**config.mk**
```make
export PLATFORM = sky130hd
export DESIGN_NAME = height_to_color_ramp_core
export DESIGN_NICKNAME = d
export VERILOG_FILES = /design/src/design/hcr_pkg.sv /design/src/design/hcr_front.sv /design/src/design/hcr_divider.sv /design/src/design/height_to_color_ramp_core.sv
export SDC_FILE = /design/constraint.sdc
export NUM_CORES = 2
export LEC_CHECK = 0
export BUFFER_PORTS_ARGS = -buffer_cell sky130_fd_sc_hd__buf_2
export CELL_PAD_IN_SITES_DETAIL_PLACEMENT = 2
export CELL_PAD_IN_SITES_GLOBAL_PLACEMENT = 2
export CORE_MARGIN = 2
export CORE_UTILIZATION = 46
export CTS_CLUSTER_SIZE = 20
export DETAILED_ROUTE_END_ITERATION = 16
export GPL_ROUTABILITY_DRIVEN = 1
export PLACE_DENSITY_LB_ADDON = 0.1
export SYNTH_ARGS = -nofsm -noshare
export SYNTH_HDL_FRONTEND = slang
export SYNTH_SLANG_ARGS = --single-unit
export TNS_END_PERCENT = 20
```
**constraint.sdc**
```tcl
create_clock -name clk -period 12.9 [get_ports clk]
set_input_delay 1.935 -clock clk [delete_from_list [all_inputs] [get_ports clk]]
set_output_delay 1.935 -clock clk [all_outputs]
set_load 0.01 [all_outputs]
```
**src/design/hcr_pkg.sv**
```systemverilog
// Shared types, constants and colour tables for the height-to-colour ramp.
// Used by hcr_front, hcr_divider and height_to_color_ramp_core.
// No dependencies.
`timescale 1ns / 1ps
`default_nettype none

package hcr_pkg;

  localparam int HEIGHT_W  = 18;  // signed Q1.16 sample
  localparam int THR_W     = 17;  // unsigned Q16 threshold, 0..65536
  localparam int NUM_THR   = 5;
  localparam int NUM_CH    = 3;   // index 0 red, 1 green, 2 blue
  localparam int CH_W      = 8;
  localparam int SPAN_W    = 7;   // largest span is 100
  localparam int Q_W       = 7;   // quotient never exceeds the span
  localparam int NUM_W     = THR_W + SPAN_W;
  localparam int CFG_IDX_W = 3;
  localparam int CFG_W     = THR_W;

  localparam logic [THR_W-1:0] FULL_SCALE = THR_W'(65536);

  localparam logic [THR_W-1:0] SEA_LEVEL_RST    = THR_W'(26214);
  localparam logic [THR_W-1:0] BEACH_END_RST    = THR_W'(29491);
  localparam logic [THR_W-1:0] PLAINS_END_RST   = THR_W'(39322);
  localparam logic [THR_W-1:0] FOREST_END_RST   = THR_W'(49152);
  localparam logic [THR_W-1:0] MOUNTAIN_END_RST = THR_W'(58982);

  typedef enum logic [2:0] {
    BAND_OCEAN    = 3'd0,
    BAND_BEACH    = 3'd1,
    BAND_PLAINS   = 3'd2,
    BAND_FOREST   = 3'd3,
    BAND_MOUNTAIN = 3'd4,
    BAND_SNOW     = 3'd5
  } band_t;

  typedef enum logic [CFG_IDX_W-1:0] {
    REG_SEA_LEVEL    = 3'd0,
    REG_BEACH_END    = 3'd1,
    REG_PLAINS_END   = 3'd2,
    REG_FOREST_END   = 3'd3,
    REG_MOUNTAIN_END = 3'd4
  } cfg_reg_t;

  typedef logic [NUM_THR-1:0][THR_W-1:0] thr_t;

  // Front end to divider: band, divisor and the three scaled numerators.
  typedef struct packed {
    band_t                          band;
    logic [THR_W-1:0]               den;
    logic [NUM_CH-1:0][NUM_W-1:0]   num;
  } div_in_t;

  typedef struct packed {
    band_t                          band;
    logic [NUM_CH-1:0][Q_W-1:0]     quo;
  } div_out_t;

  // Colour tables, packed as {blue, green, red}.
  function automatic logic [NUM_CH-1:0][CH_W-1:0] band_base(band_t b);
    logic [NUM_CH-1:0][CH_W-1:0] r;
    case (b)
      BAND_OCEAN:    r = {8'd80,  8'd20,  8'd0};
      BAND_BEACH:    r = {8'd100, 8'd190, 8'd200};
      BAND_PLAINS:   r = {8'd50,  8'd150, 8'd100};
      BAND_FOREST:   r = {8'd30,  8'd90,  8'd30};
      BAND_MOUNTAIN: r = {8'd100, 8'd105, 8'd110};
      BAND_SNOW:     r = {8'd230, 8'd230, 8'd230};
      default:       r = '0;
    endcase
    return r;
  endfunction

  function automatic logic [NUM_CH-1:0][SPAN_W-1:0] band_span(band_t b);
    logic [NUM_CH-1:0][SPAN_W-1:0] r;
    case (b)
      BAND_OCEAN:    r = {7'd100, 7'd40, 7'd0};
      BAND_BEACH:    r = {7'd80,  7'd40, 7'd55};
      BAND_PLAINS:   r = {7'd30,  7'd70, 7'd60};
      BAND_FOREST:   r = {7'd30,  7'd60, 7'd40};
      BAND_MOUNTAIN: r = {7'd30,  7'd35, 7'd40};
      BAND_SNOW:     r = {7'd25,  7'd25, 7'd25};
      default:       r = '0;
    endcase
    return r;
  endfunction

  // Channels that ramp downwards: only beach blue.
  function automatic logic [NUM_CH-1:0] band_down(band_t b);
    logic [NUM_CH-1:0] r;
    case (b)
      BAND_BEACH: r = 3'b100;
      default:    r = 3'b000;
    endcase
    return r;
  endfunction

endpackage

`default_nettype wire

```
**src/design/hcr_front.sv**
```systemverilog
// Front end: clamp, band search, then offset, divisor and span products.
// Two register stages. Depends on hcr_pkg.
`timescale 1ns / 1ps
`default_nettype none

module hcr_front (
  input  wire logic                                clk,
  input  wire logic [1:0]                          en,
  input  wire logic signed [hcr_pkg::HEIGHT_W-1:0] height,
  input  wire hcr_pkg::thr_t                       thr,
  output hcr_pkg::div_in_t                         dout
);

  localparam int TW = hcr_pkg::THR_W;
  localparam int NW = hcr_pkg::NUM_W;

  logic [TW-1:0]           h_clamp;
  logic [TW-1:0]           low_sel;
  logic [TW-1:0]           high_sel;
  hcr_pkg::band_t          band_sel;
  logic                    found;

  logic [TW-1:0]           h1;
  logic [TW-1:0]           low1;
  logic [TW-1:0]           high1;
  hcr_pkg::band_t          band1;

  logic [TW-1:0]           off;
  logic [TW-1:0]           den;
  logic [hcr_pkg::NUM_CH-1:0][hcr_pkg::SPAN_W-1:0] span;
  hcr_pkg::div_in_t        dout_next;

  // Stage 1: clamp to 0..1.0 and take the first threshold above the height.
  always_comb begin
    if (height[hcr_pkg::HEIGHT_W-1]) begin
      h_clamp = '0;
    end else if (height[TW-1:0] > hcr_pkg::FULL_SCALE) begin
      h_clamp = hcr_pkg::FULL_SCALE;
    end else begin
      h_clamp = height[TW-1:0];
    end

    band_sel = hcr_pkg::BAND_SNOW;
    low_sel  = '0;
    high_sel = hcr_pkg::FULL_SCALE;
    found    = 1'b0;
    for (int i = 0; i < hcr_pkg::NUM_THR; i++) begin
      if (!found) begin
        if (h_clamp < thr[i]) begin
          band_sel = hcr_pkg::band_t'(3'(i));
          high_sel = thr[i];
          found    = 1'b1;
        end else begin
          low_sel = thr[i];
        end
      end
    end
  end

  always_ff @(posedge clk) begin
    if (en[0]) begin
      h1    <= h_clamp;
      low1  <= low_sel;
      high1 <= high_sel;
      band1 <= band_sel;
    end
  end

  // Stage 2: numerators off*span; an empty snow band divides 0 by 1.
  always_comb begin
    off  = h1 - low1;
    den  = high1 - low1;
    span = hcr_pkg::band_span(band1);
    dout_next.band = band1;
    dout_next.den  = (den == '0) ? TW'(1) : den;
    for (int c = 0; c < hcr_pkg::NUM_CH; c++) begin
      dout_next.num[c] = (den == '0) ? '0 : NW'(NW'(off) * NW'(span[c]));
    end
  end

  always_ff @(posedge clk) begin
    if (en[1]) begin
      dout <= dout_next;
    end
  end

endmodule

`default_nettype wire

```
**src/design/hcr_divider.sv**
```systemverilog
// Pipelined restoring divider: one quotient bit per stage, three channels
// side by side sharing one divisor. Depends on hcr_pkg.
`timescale 1ns / 1ps
`default_nettype none

module hcr_divider (
  input  wire logic [hcr_pkg::Q_W-1:0] en,
  input  wire logic                    clk,
  input  wire hcr_pkg::div_in_t        din,
  output hcr_pkg::div_out_t            dout
);

  localparam int QW = hcr_pkg::Q_W;
  localparam int NW = hcr_pkg::NUM_W;

  typedef struct packed {
    hcr_pkg::band_t                              band;
    logic [hcr_pkg::THR_W-1:0]                   den;
    logic [hcr_pkg::NUM_CH-1:0][NW-1:0]          rem;
    logic [hcr_pkg::NUM_CH-1:0][QW-1:0]          quo;
  } step_t;

  step_t st [QW];

  for (genvar s = 0; s < QW; s++) begin : g_step
    localparam int SH = QW - 1 - s;
    step_t         cur;
    step_t         nxt;
    logic [NW-1:0] trial;

    if (s == 0) begin : g_first
      always_comb begin
        cur.band = din.band;
        cur.den  = din.den;
        cur.rem  = din.num;
        cur.quo  = '0;
      end
    end else begin : g_rest
      assign cur = st[s-1];
    end

    // Take the shifted divisor off wherever it fits.
    always_comb begin
      nxt   = cur;
      trial = NW'(cur.den) << SH;
      for (int c = 0; c < hcr_pkg::NUM_CH; c++) begin
        if (cur.rem[c] >= trial) begin
          nxt.rem[c]     = cur.rem[c] - trial;
          nxt.quo[c][SH] = 1'b1;
        end
      end
    end

    always_ff @(posedge clk) begin
      if (en[s]) begin
        st[s] <= nxt;
      end
    end
  end

  assign dout.band = st[QW-1].band;
  assign dout.quo  = st[QW-1].quo;

endmodule

`default_nettype wire

```
**src/design/height_to_color_ramp_core.sv**
```systemverilog
// Height to colour ramp, top level: config registers, pipeline control
// and the output stage. Depends on hcr_pkg, hcr_front and hcr_divider.
//
// Usage:
//   Input channel in_valid/in_stall carries one signed Q1.16 height per
//   beat; output channel out_valid/out_stall carries band and RGB.
//   The pipeline is ten register stages: clamp and band search, offset
//   and span multiply, seven stages of a restoring divider (one quotient
//   bit each), and the output register that adds the band base colour.
//   Throughput is one beat per cycle while out_stall is low.
//   Each stage holds its own valid bit and moves whenever the stage after
//   it is empty or moving, so bubbles close up under stall. in_stall
//   rises only when all ten stages are full and out_stall is high.
//   A stalled output holds its beat unchanged.
//   Reset clears every valid bit and loads the default thresholds.
//   Threshold writes on cfg_write/cfg_index/cfg_data take effect at once
//   and are meant to happen only while the pipeline is empty.
`timescale 1ns / 1ps
`default_nettype none

module height_to_color_ramp_core (
  input  wire logic                                 clk,
  input  wire logic                                 rst,
  input  wire logic                                 cfg_write,
  input  wire logic [hcr_pkg::CFG_IDX_W-1:0]        cfg_index,
  input  wire logic [hcr_pkg::CFG_W-1:0]            cfg_data,
  input  wire logic                                 in_valid,
  output logic                                      in_stall,
  input  wire logic signed [hcr_pkg::HEIGHT_W-1:0]  height,
  output logic                                      out_valid,
  input  wire logic                                 out_stall,
  output logic [2:0]                                band,
  output logic [hcr_pkg::CH_W-1:0]                  red,
  output logic [hcr_pkg::CH_W-1:0]                  green,
  output logic [hcr_pkg::CH_W-1:0]                  blue
);

  localparam int FRONT_STAGES = 2;
  localparam int DIV_STAGES   = hcr_pkg::Q_W;
  localparam int NUM_STAGES   = FRONT_STAGES + DIV_STAGES + 1;
  localparam int CW           = hcr_pkg::CH_W;

  hcr_pkg::thr_t            thr;
  logic [NUM_STAGES-1:0]    vld;
  logic [NUM_STAGES-1:0]    en;
  hcr_pkg::div_in_t         div_in;
  hcr_pkg::div_out_t        div_out;
  logic [hcr_pkg::NUM_CH-1:0][CW-1:0] base;
  logic [hcr_pkg::NUM_CH-1:0]         down;
  logic [hcr_pkg::NUM_CH-1:0][CW-1:0] color_next;

  // Threshold registers
  always_ff @(posedge clk) begin
    if (rst) begin
      thr[hcr_pkg::REG_SEA_LEVEL]    <= hcr_pkg::SEA_LEVEL_RST;
      thr[hcr_pkg::REG_BEACH_END]    <= hcr_pkg::BEACH_END_RST;
      thr[hcr_pkg::REG_PLAINS_END]   <= hcr_pkg::PLAINS_END_RST;
      thr[hcr_pkg::REG_FOREST_END]   <= hcr_pkg::FOREST_END_RST;
      thr[hcr_pkg::REG_MOUNTAIN_END] <= hcr_pkg::MOUNTAIN_END_RST;
    end else if (cfg_write) begin
      unique case (hcr_pkg::cfg_reg_t'(cfg_index))
        hcr_pkg::REG_SEA_LEVEL:    thr[hcr_pkg::REG_SEA_LEVEL]    <= cfg_data;
        hcr_pkg::REG_BEACH_END:    thr[hcr_pkg::REG_BEACH_END]    <= cfg_data;
        hcr_pkg::REG_PLAINS_END:   thr[hcr_pkg::REG_PLAINS_END]   <= cfg_data;
        hcr_pkg::REG_FOREST_END:   thr[hcr_pkg::REG_FOREST_END]   <= cfg_data;
        hcr_pkg::REG_MOUNTAIN_END: thr[hcr_pkg::REG_MOUNTAIN_END] <= cfg_data;
        default: ;
      endcase
    end
  end

  // A stage loads when it is empty or its own beat moves on.
  always_comb begin
    en[NUM_STAGES-1] = !vld[NUM_STAGES-1] || !out_stall;
    for (int i = NUM_STAGES - 2; i >= 0; i--) begin
      en[i] = !vld[i] || en[i+1];
    end
  end

  assign in_stall  = !en[0];
  assign out_valid = vld[NUM_STAGES-1];

  always_ff @(posedge clk) begin
    if (rst) begin
      vld <= '0;
    end else begin
      if (en[0]) begin
        vld[0] <= in_valid;
      end
      for (int i = 1; i < NUM_STAGES; i++) begin
        if (en[i]) begin
          vld[i] <= vld[i-1];
        end
      end
    end
  end

  hcr_front u_front (
    .clk    (clk),
    .en     (en[FRONT_STAGES-1:0]),
    .height (height),
    .thr    (thr),
    .dout   (div_in)
  );

  hcr_divider u_divider (
    .en   (en[FRONT_STAGES +: DIV_STAGES]),
    .clk  (clk),
    .din  (div_in),
    .dout (div_out)
  );

  // Output stage: base plus or minus the scaled offset, kept to 8 bits.
  always_comb begin
    base = hcr_pkg::band_base(div_out.band);
    down = hcr_pkg::band_down(div_out.band);
    for (int c = 0; c < hcr_pkg::NUM_CH; c++) begin
      color_next[c] = down[c] ? base[c] - CW'(div_out.quo[c])
                              : base[c] + CW'(div_out.quo[c]);
    end
  end

  always_ff @(posedge clk) begin
    if (en[NUM_STAGES-1]) begin
      band  <= div_out.band;
      red   <= color_next[0];
      green <= color_next[1];
      blue  <= color_next[2];
    end
  end

  // Input may only stall when the whole pipeline is full and held.
  a_stall_only_when_full: assert property (@(posedge clk) disable iff (rst)
    in_stall |-> (out_valid && out_stall && (&vld)))
    else $error("input stalled with room in the pipeline");

  // An accepted beat occupies the first stage on the next edge.
  a_accept_fills_first: assert property (@(posedge clk) disable iff (rst)
    (in_valid && !in_stall) |=> vld[0])
    else $error("accepted beat lost at the first stage");

  // Snow ramps all three channels alike.
  a_snow_grey: assert property (@(posedge clk) disable iff (rst)
    (out_valid && band == hcr_pkg::BAND_SNOW) |-> (red == green && green == blue))
    else $error("snow band colour is not grey");

  // Ocean has no red at any depth.
  a_ocean_red: assert property (@(posedge clk) disable iff (rst)
    (out_valid && band == hcr_pkg::BAND_OCEAN) |-> (red == '0))
    else $error("ocean band has a red component");

endmodule

`default_nettype wire
```
==> qor.csv <==
stage;metric;value;unit
sta;min cycle time layout;8797;ps
final_layout;Area growth syn-to-layout;9.473;%
route;WL met1;93.25;mm
run_status;outcome;finished, final reports clean;
route;metal3 WL;8.724;mm
synth;syn_nets;7405;
die;IO Count;72;
die;chip height;379.0;um
sta;clk_skew;62.53;ps
grt;vias in the first global route;58512;
grt;largest net degree at the start of global routing;94;
route;DRT Pass-1 Iters;5;
synth;Synth Flop Type;edfxtp_1;
route;DR top layer;met5;
critical_path;Req. time, crit path;13330;ps
route;DRC;0;
cts;cts bufs inserted;106;
cts;clock insertion delay at the later pin of the skew report;750;ps
die;Core Footprint;139500;um2
synth;register area share after synthesis;40.63;%
critical_path;Crit Path Class;reg -> reg;
run;Max Cap Viol;0;
critical_path;crit-path max FO;12;
sta;Final Hold Vio Count;0;
sta;Worst-Margin Slew;1328;ps
synth;synth warn;0;
sta;Slew Limit Fails;0;
route;starting DRC count in detailed routing;3316;
route;vias post-DR;52072;
sta;setup slack after layout;4103;ps
synth;number of synthesized flops with an enable pin;812;
synth;synthesized area per cell;9.951;um2
critical_path;Worst Setup End Kind;flop;
synth;Yosys top cell by area;edfxtp_1;
placed_design;detailed placer's ending HPWL;189.5;mm
placed_design;Buffers on Ports;71;
cts;postcts setup bufs;0;
sta;setup tns final;0;ps
grt;initial antenna violation count;7;
critical_path;reg-to-reg slack, setup;4100;ps
die;total die area;143600;um2
synth;synthesized area;64690;um2
cts;# hold bufs at CTS;0;
cts;CTS Sinks;907;
cts;deepest clock path buffer count;3;
hold_path;worst hold path type;reg -> reg;
placed_design;GP Congestion;0.9389;
final_layout;filler cell count;14563;
critical_path;CP Launch Type;flop;
final_layout;layout cells sized above 1;6.798;%
sta;Final setup viols;0;
sta;FMAX;0.1137;GHz
route;Detail Route Antenna Nets;0;
route;WL met2;127.7;mm
synth;Cell variety after synth;78;
final_layout;# nets final;7469;
cts;H-tree depth;3;
synth;asr flop ratio synth;0;%
synth;top cells by area, synth;edfxtp_1 38%, ha_1 12%, fa_1 7.1%;
grt;total congestion overflow;0;
route;vias per cell;6.107;
route;Routed WL per cell;28.84;um
synth;post-synthesis instance total;6501;
grt;Total GRT Usage;34.06;%
synth;FF+latch count, synth;907;
grt;global-route wire length before repair;370.7;mm
cts;clk root buf;clkbuf_16;
cts;Worst-path clk slew;60;ps
die;starting density of the core;46.36;%
critical_path;worst path arrival time;9220;ps
die;die width;379.0;um
synth;top-area cell type share of the netlist area;37.69;%
sta;RSZ-0062 raised after global routing;no;
die;site row count;137;
cts;Gates resized, CTS repair;0;
sta;Worst slew margin;11.24;%
sta;period utilisation layout;68.20;%
placed_design;Post-Place Setup Slack;4199;ps
cts;CTS tree;yes;
route;routed wire length;245.9;mm
==> critical path, cell delays in order, from the launching register on <==
cell and delay (ps):
edfxtp_1 360, inv_1 90, ha_1 160, inv_1 50, fa_1 400, a21o_1 180
a21oi_1 370, o21bai_1 110, a21oi_1 210, xor2_1 970, nor2_1 230, a21o_1 320
and2_1 220, fa_1 520, fa_1 520, fa_1 500, inv_1 50, fa_1 480
inv_1 40, ha_1 200, or3_1 390, o21bai_1 180, a21oi_1 280, o311ai_0 410
a211oi_1 440, or4b_2 610, o21ai_0 120, nor3_1 80
==> flip-flops by register name, summed over array words and instances (netlist names), 10 cells and up <==
register       cells
u_front.dout      92
u_front.high1     17
thr               85
u_divider.st     639
u_front.h1        17
vld               10
u_front.low1      17
==> metal layers <==
metal | track usage [%] | vias to the layer above
li1 | - | 23356
met1 | 37.72 | 26833
met2 | 62.95 | 1304
met3 | 3.824 | 573
met4 | 19.26 | 6
met5 | 0 | -
==> through the flow <==
step,hold slack (ps),utilization (%),std cells,cell area [um2]
after global routing,424.8,50.75,8525,70820
after CTS,424.6,50.75,8525,70820
after floorplan,400.3,-,6501,64690
after global placement,402.2,48.27,8333,67350
final,420.6,50.75,8526,70820
after detailed placement,406.1,48.27,8333,67350
==> path summary, 6_finish.rpt <==
check                                         start                  end  cells past startpoint
worst max-delay path                  u_front.h1[0]     u_front.dout[46]                     27
worst min-delay path            u_divider.st[4][18]  u_divider.st[5][18]                      0
worst max register to register        u_front.h1[0]     u_front.dout[46]                     27
worst min register to register  u_divider.st[4][18]  u_divider.st[5][18]                      0
==> placed cells by master (no fill, tap or decap), types with 43 or more instances in the layout <==
| cell | n |
|---|---|
| xor2_1 | 186 |
| clkbuf_16 | 111 |
| fa_1 | 229 |
| nand2b_1 | 84 |
| or3_1 | 46 |
| o21ai_0 | 368 |
| a21o_1 | 154 |
| nor4_1 | 45 |
| inv_1 | 599 |
| or2_2 | 67 |
| nand3_1 | 100 |
| a211oi_1 | 45 |
| a21oi_1 | 452 |
| nor3_1 | 141 |
| xnor2_1 | 181 |
| nand2_1 | 582 |
| o31ai_1 | 46 |
| ha_1 | 632 |
| and2_1 | 49 |
| buf_2 | 71 |
| nand4_1 | 55 |
| buf_4 | 63 |
| o21a_1 | 65 |
| nor2b_1 | 79 |
| nor2_1 | 616 |
| mux2_2 | 43 |
| edfxtp_1 | 812 |
| and3_1 | 44 |
| dfxtp_1 | 95 |
==> layout make-up <==
cell class	count	area [um2]	area share [%]
Sequential cell	907	26290	37.12
Clock inverter	55	516.7	0.7297
Antenna cell	1	2.502	0.003534
Tap cell	1876	2347	3.314
Timing Repair Buffer	134	828.3	1.170
Inverter	602	2263	3.196
Clock buffer	137	2945	4.159
Multi-Input combinational cell	4814	35630	50.31
==> cells by family (layout without fill, tap and decap cells) <==
| logic type | count (synthesis) | after routing | share of synthesized area, % |
|---|---|---|---|
| and+or+nand+nor | 2018 | 2018 | 14.75 |
| AOI/OAI and AO/OA | 1502 | 1502 | 14.70 |
| DFF | 907 | 907 | 40.63 |
| adders and majority gates | 862 | 862 | 19.33 |
| buffers and inverters | 780 | 928 | 4.539 |
| xor gates and xnor gates | 371 | 371 | 5.023 |
| muxes | 61 | 61 | 1.027 |
| other | 0 | 1 | 0 |
==> synthesized netlist by cell type, types with 36 or more instances <==
| cell type | n |
|---|---|
| and3_1 | 44 |
| clkbuf_1 | 165 |
| edfxtp_1 | 812 |
| a221oi_1 | 36 |
| nor4_1 | 45 |
| nor2_1 | 617 |
| a211oi_1 | 46 |
| xnor2_1 | 184 |
| fa_1 | 229 |
| o31ai_1 | 46 |
| nand4_1 | 55 |
| xor2_1 | 187 |
| mux2_2 | 43 |
| and2_1 | 49 |
| a31oi_1 | 37 |
| dfxtp_1 | 95 |
| or2_2 | 67 |
| nor3_1 | 141 |
| or3_1 | 46 |
| o21ai_0 | 369 |
| inv_1 | 601 |
| o21bai_1 | 39 |
| nand2b_1 | 84 |
| nand3_1 | 102 |
| nor2b_1 | 80 |
| o21a_1 | 65 |
| nand2_1 | 585 |
| ha_1 | 632 |
| a21oi_1 | 454 |
| a21o_1 | 154 |
Power is not shown: default switching activity piles up to over one toggle a cycle in this logic, so the estimate is an artifact.
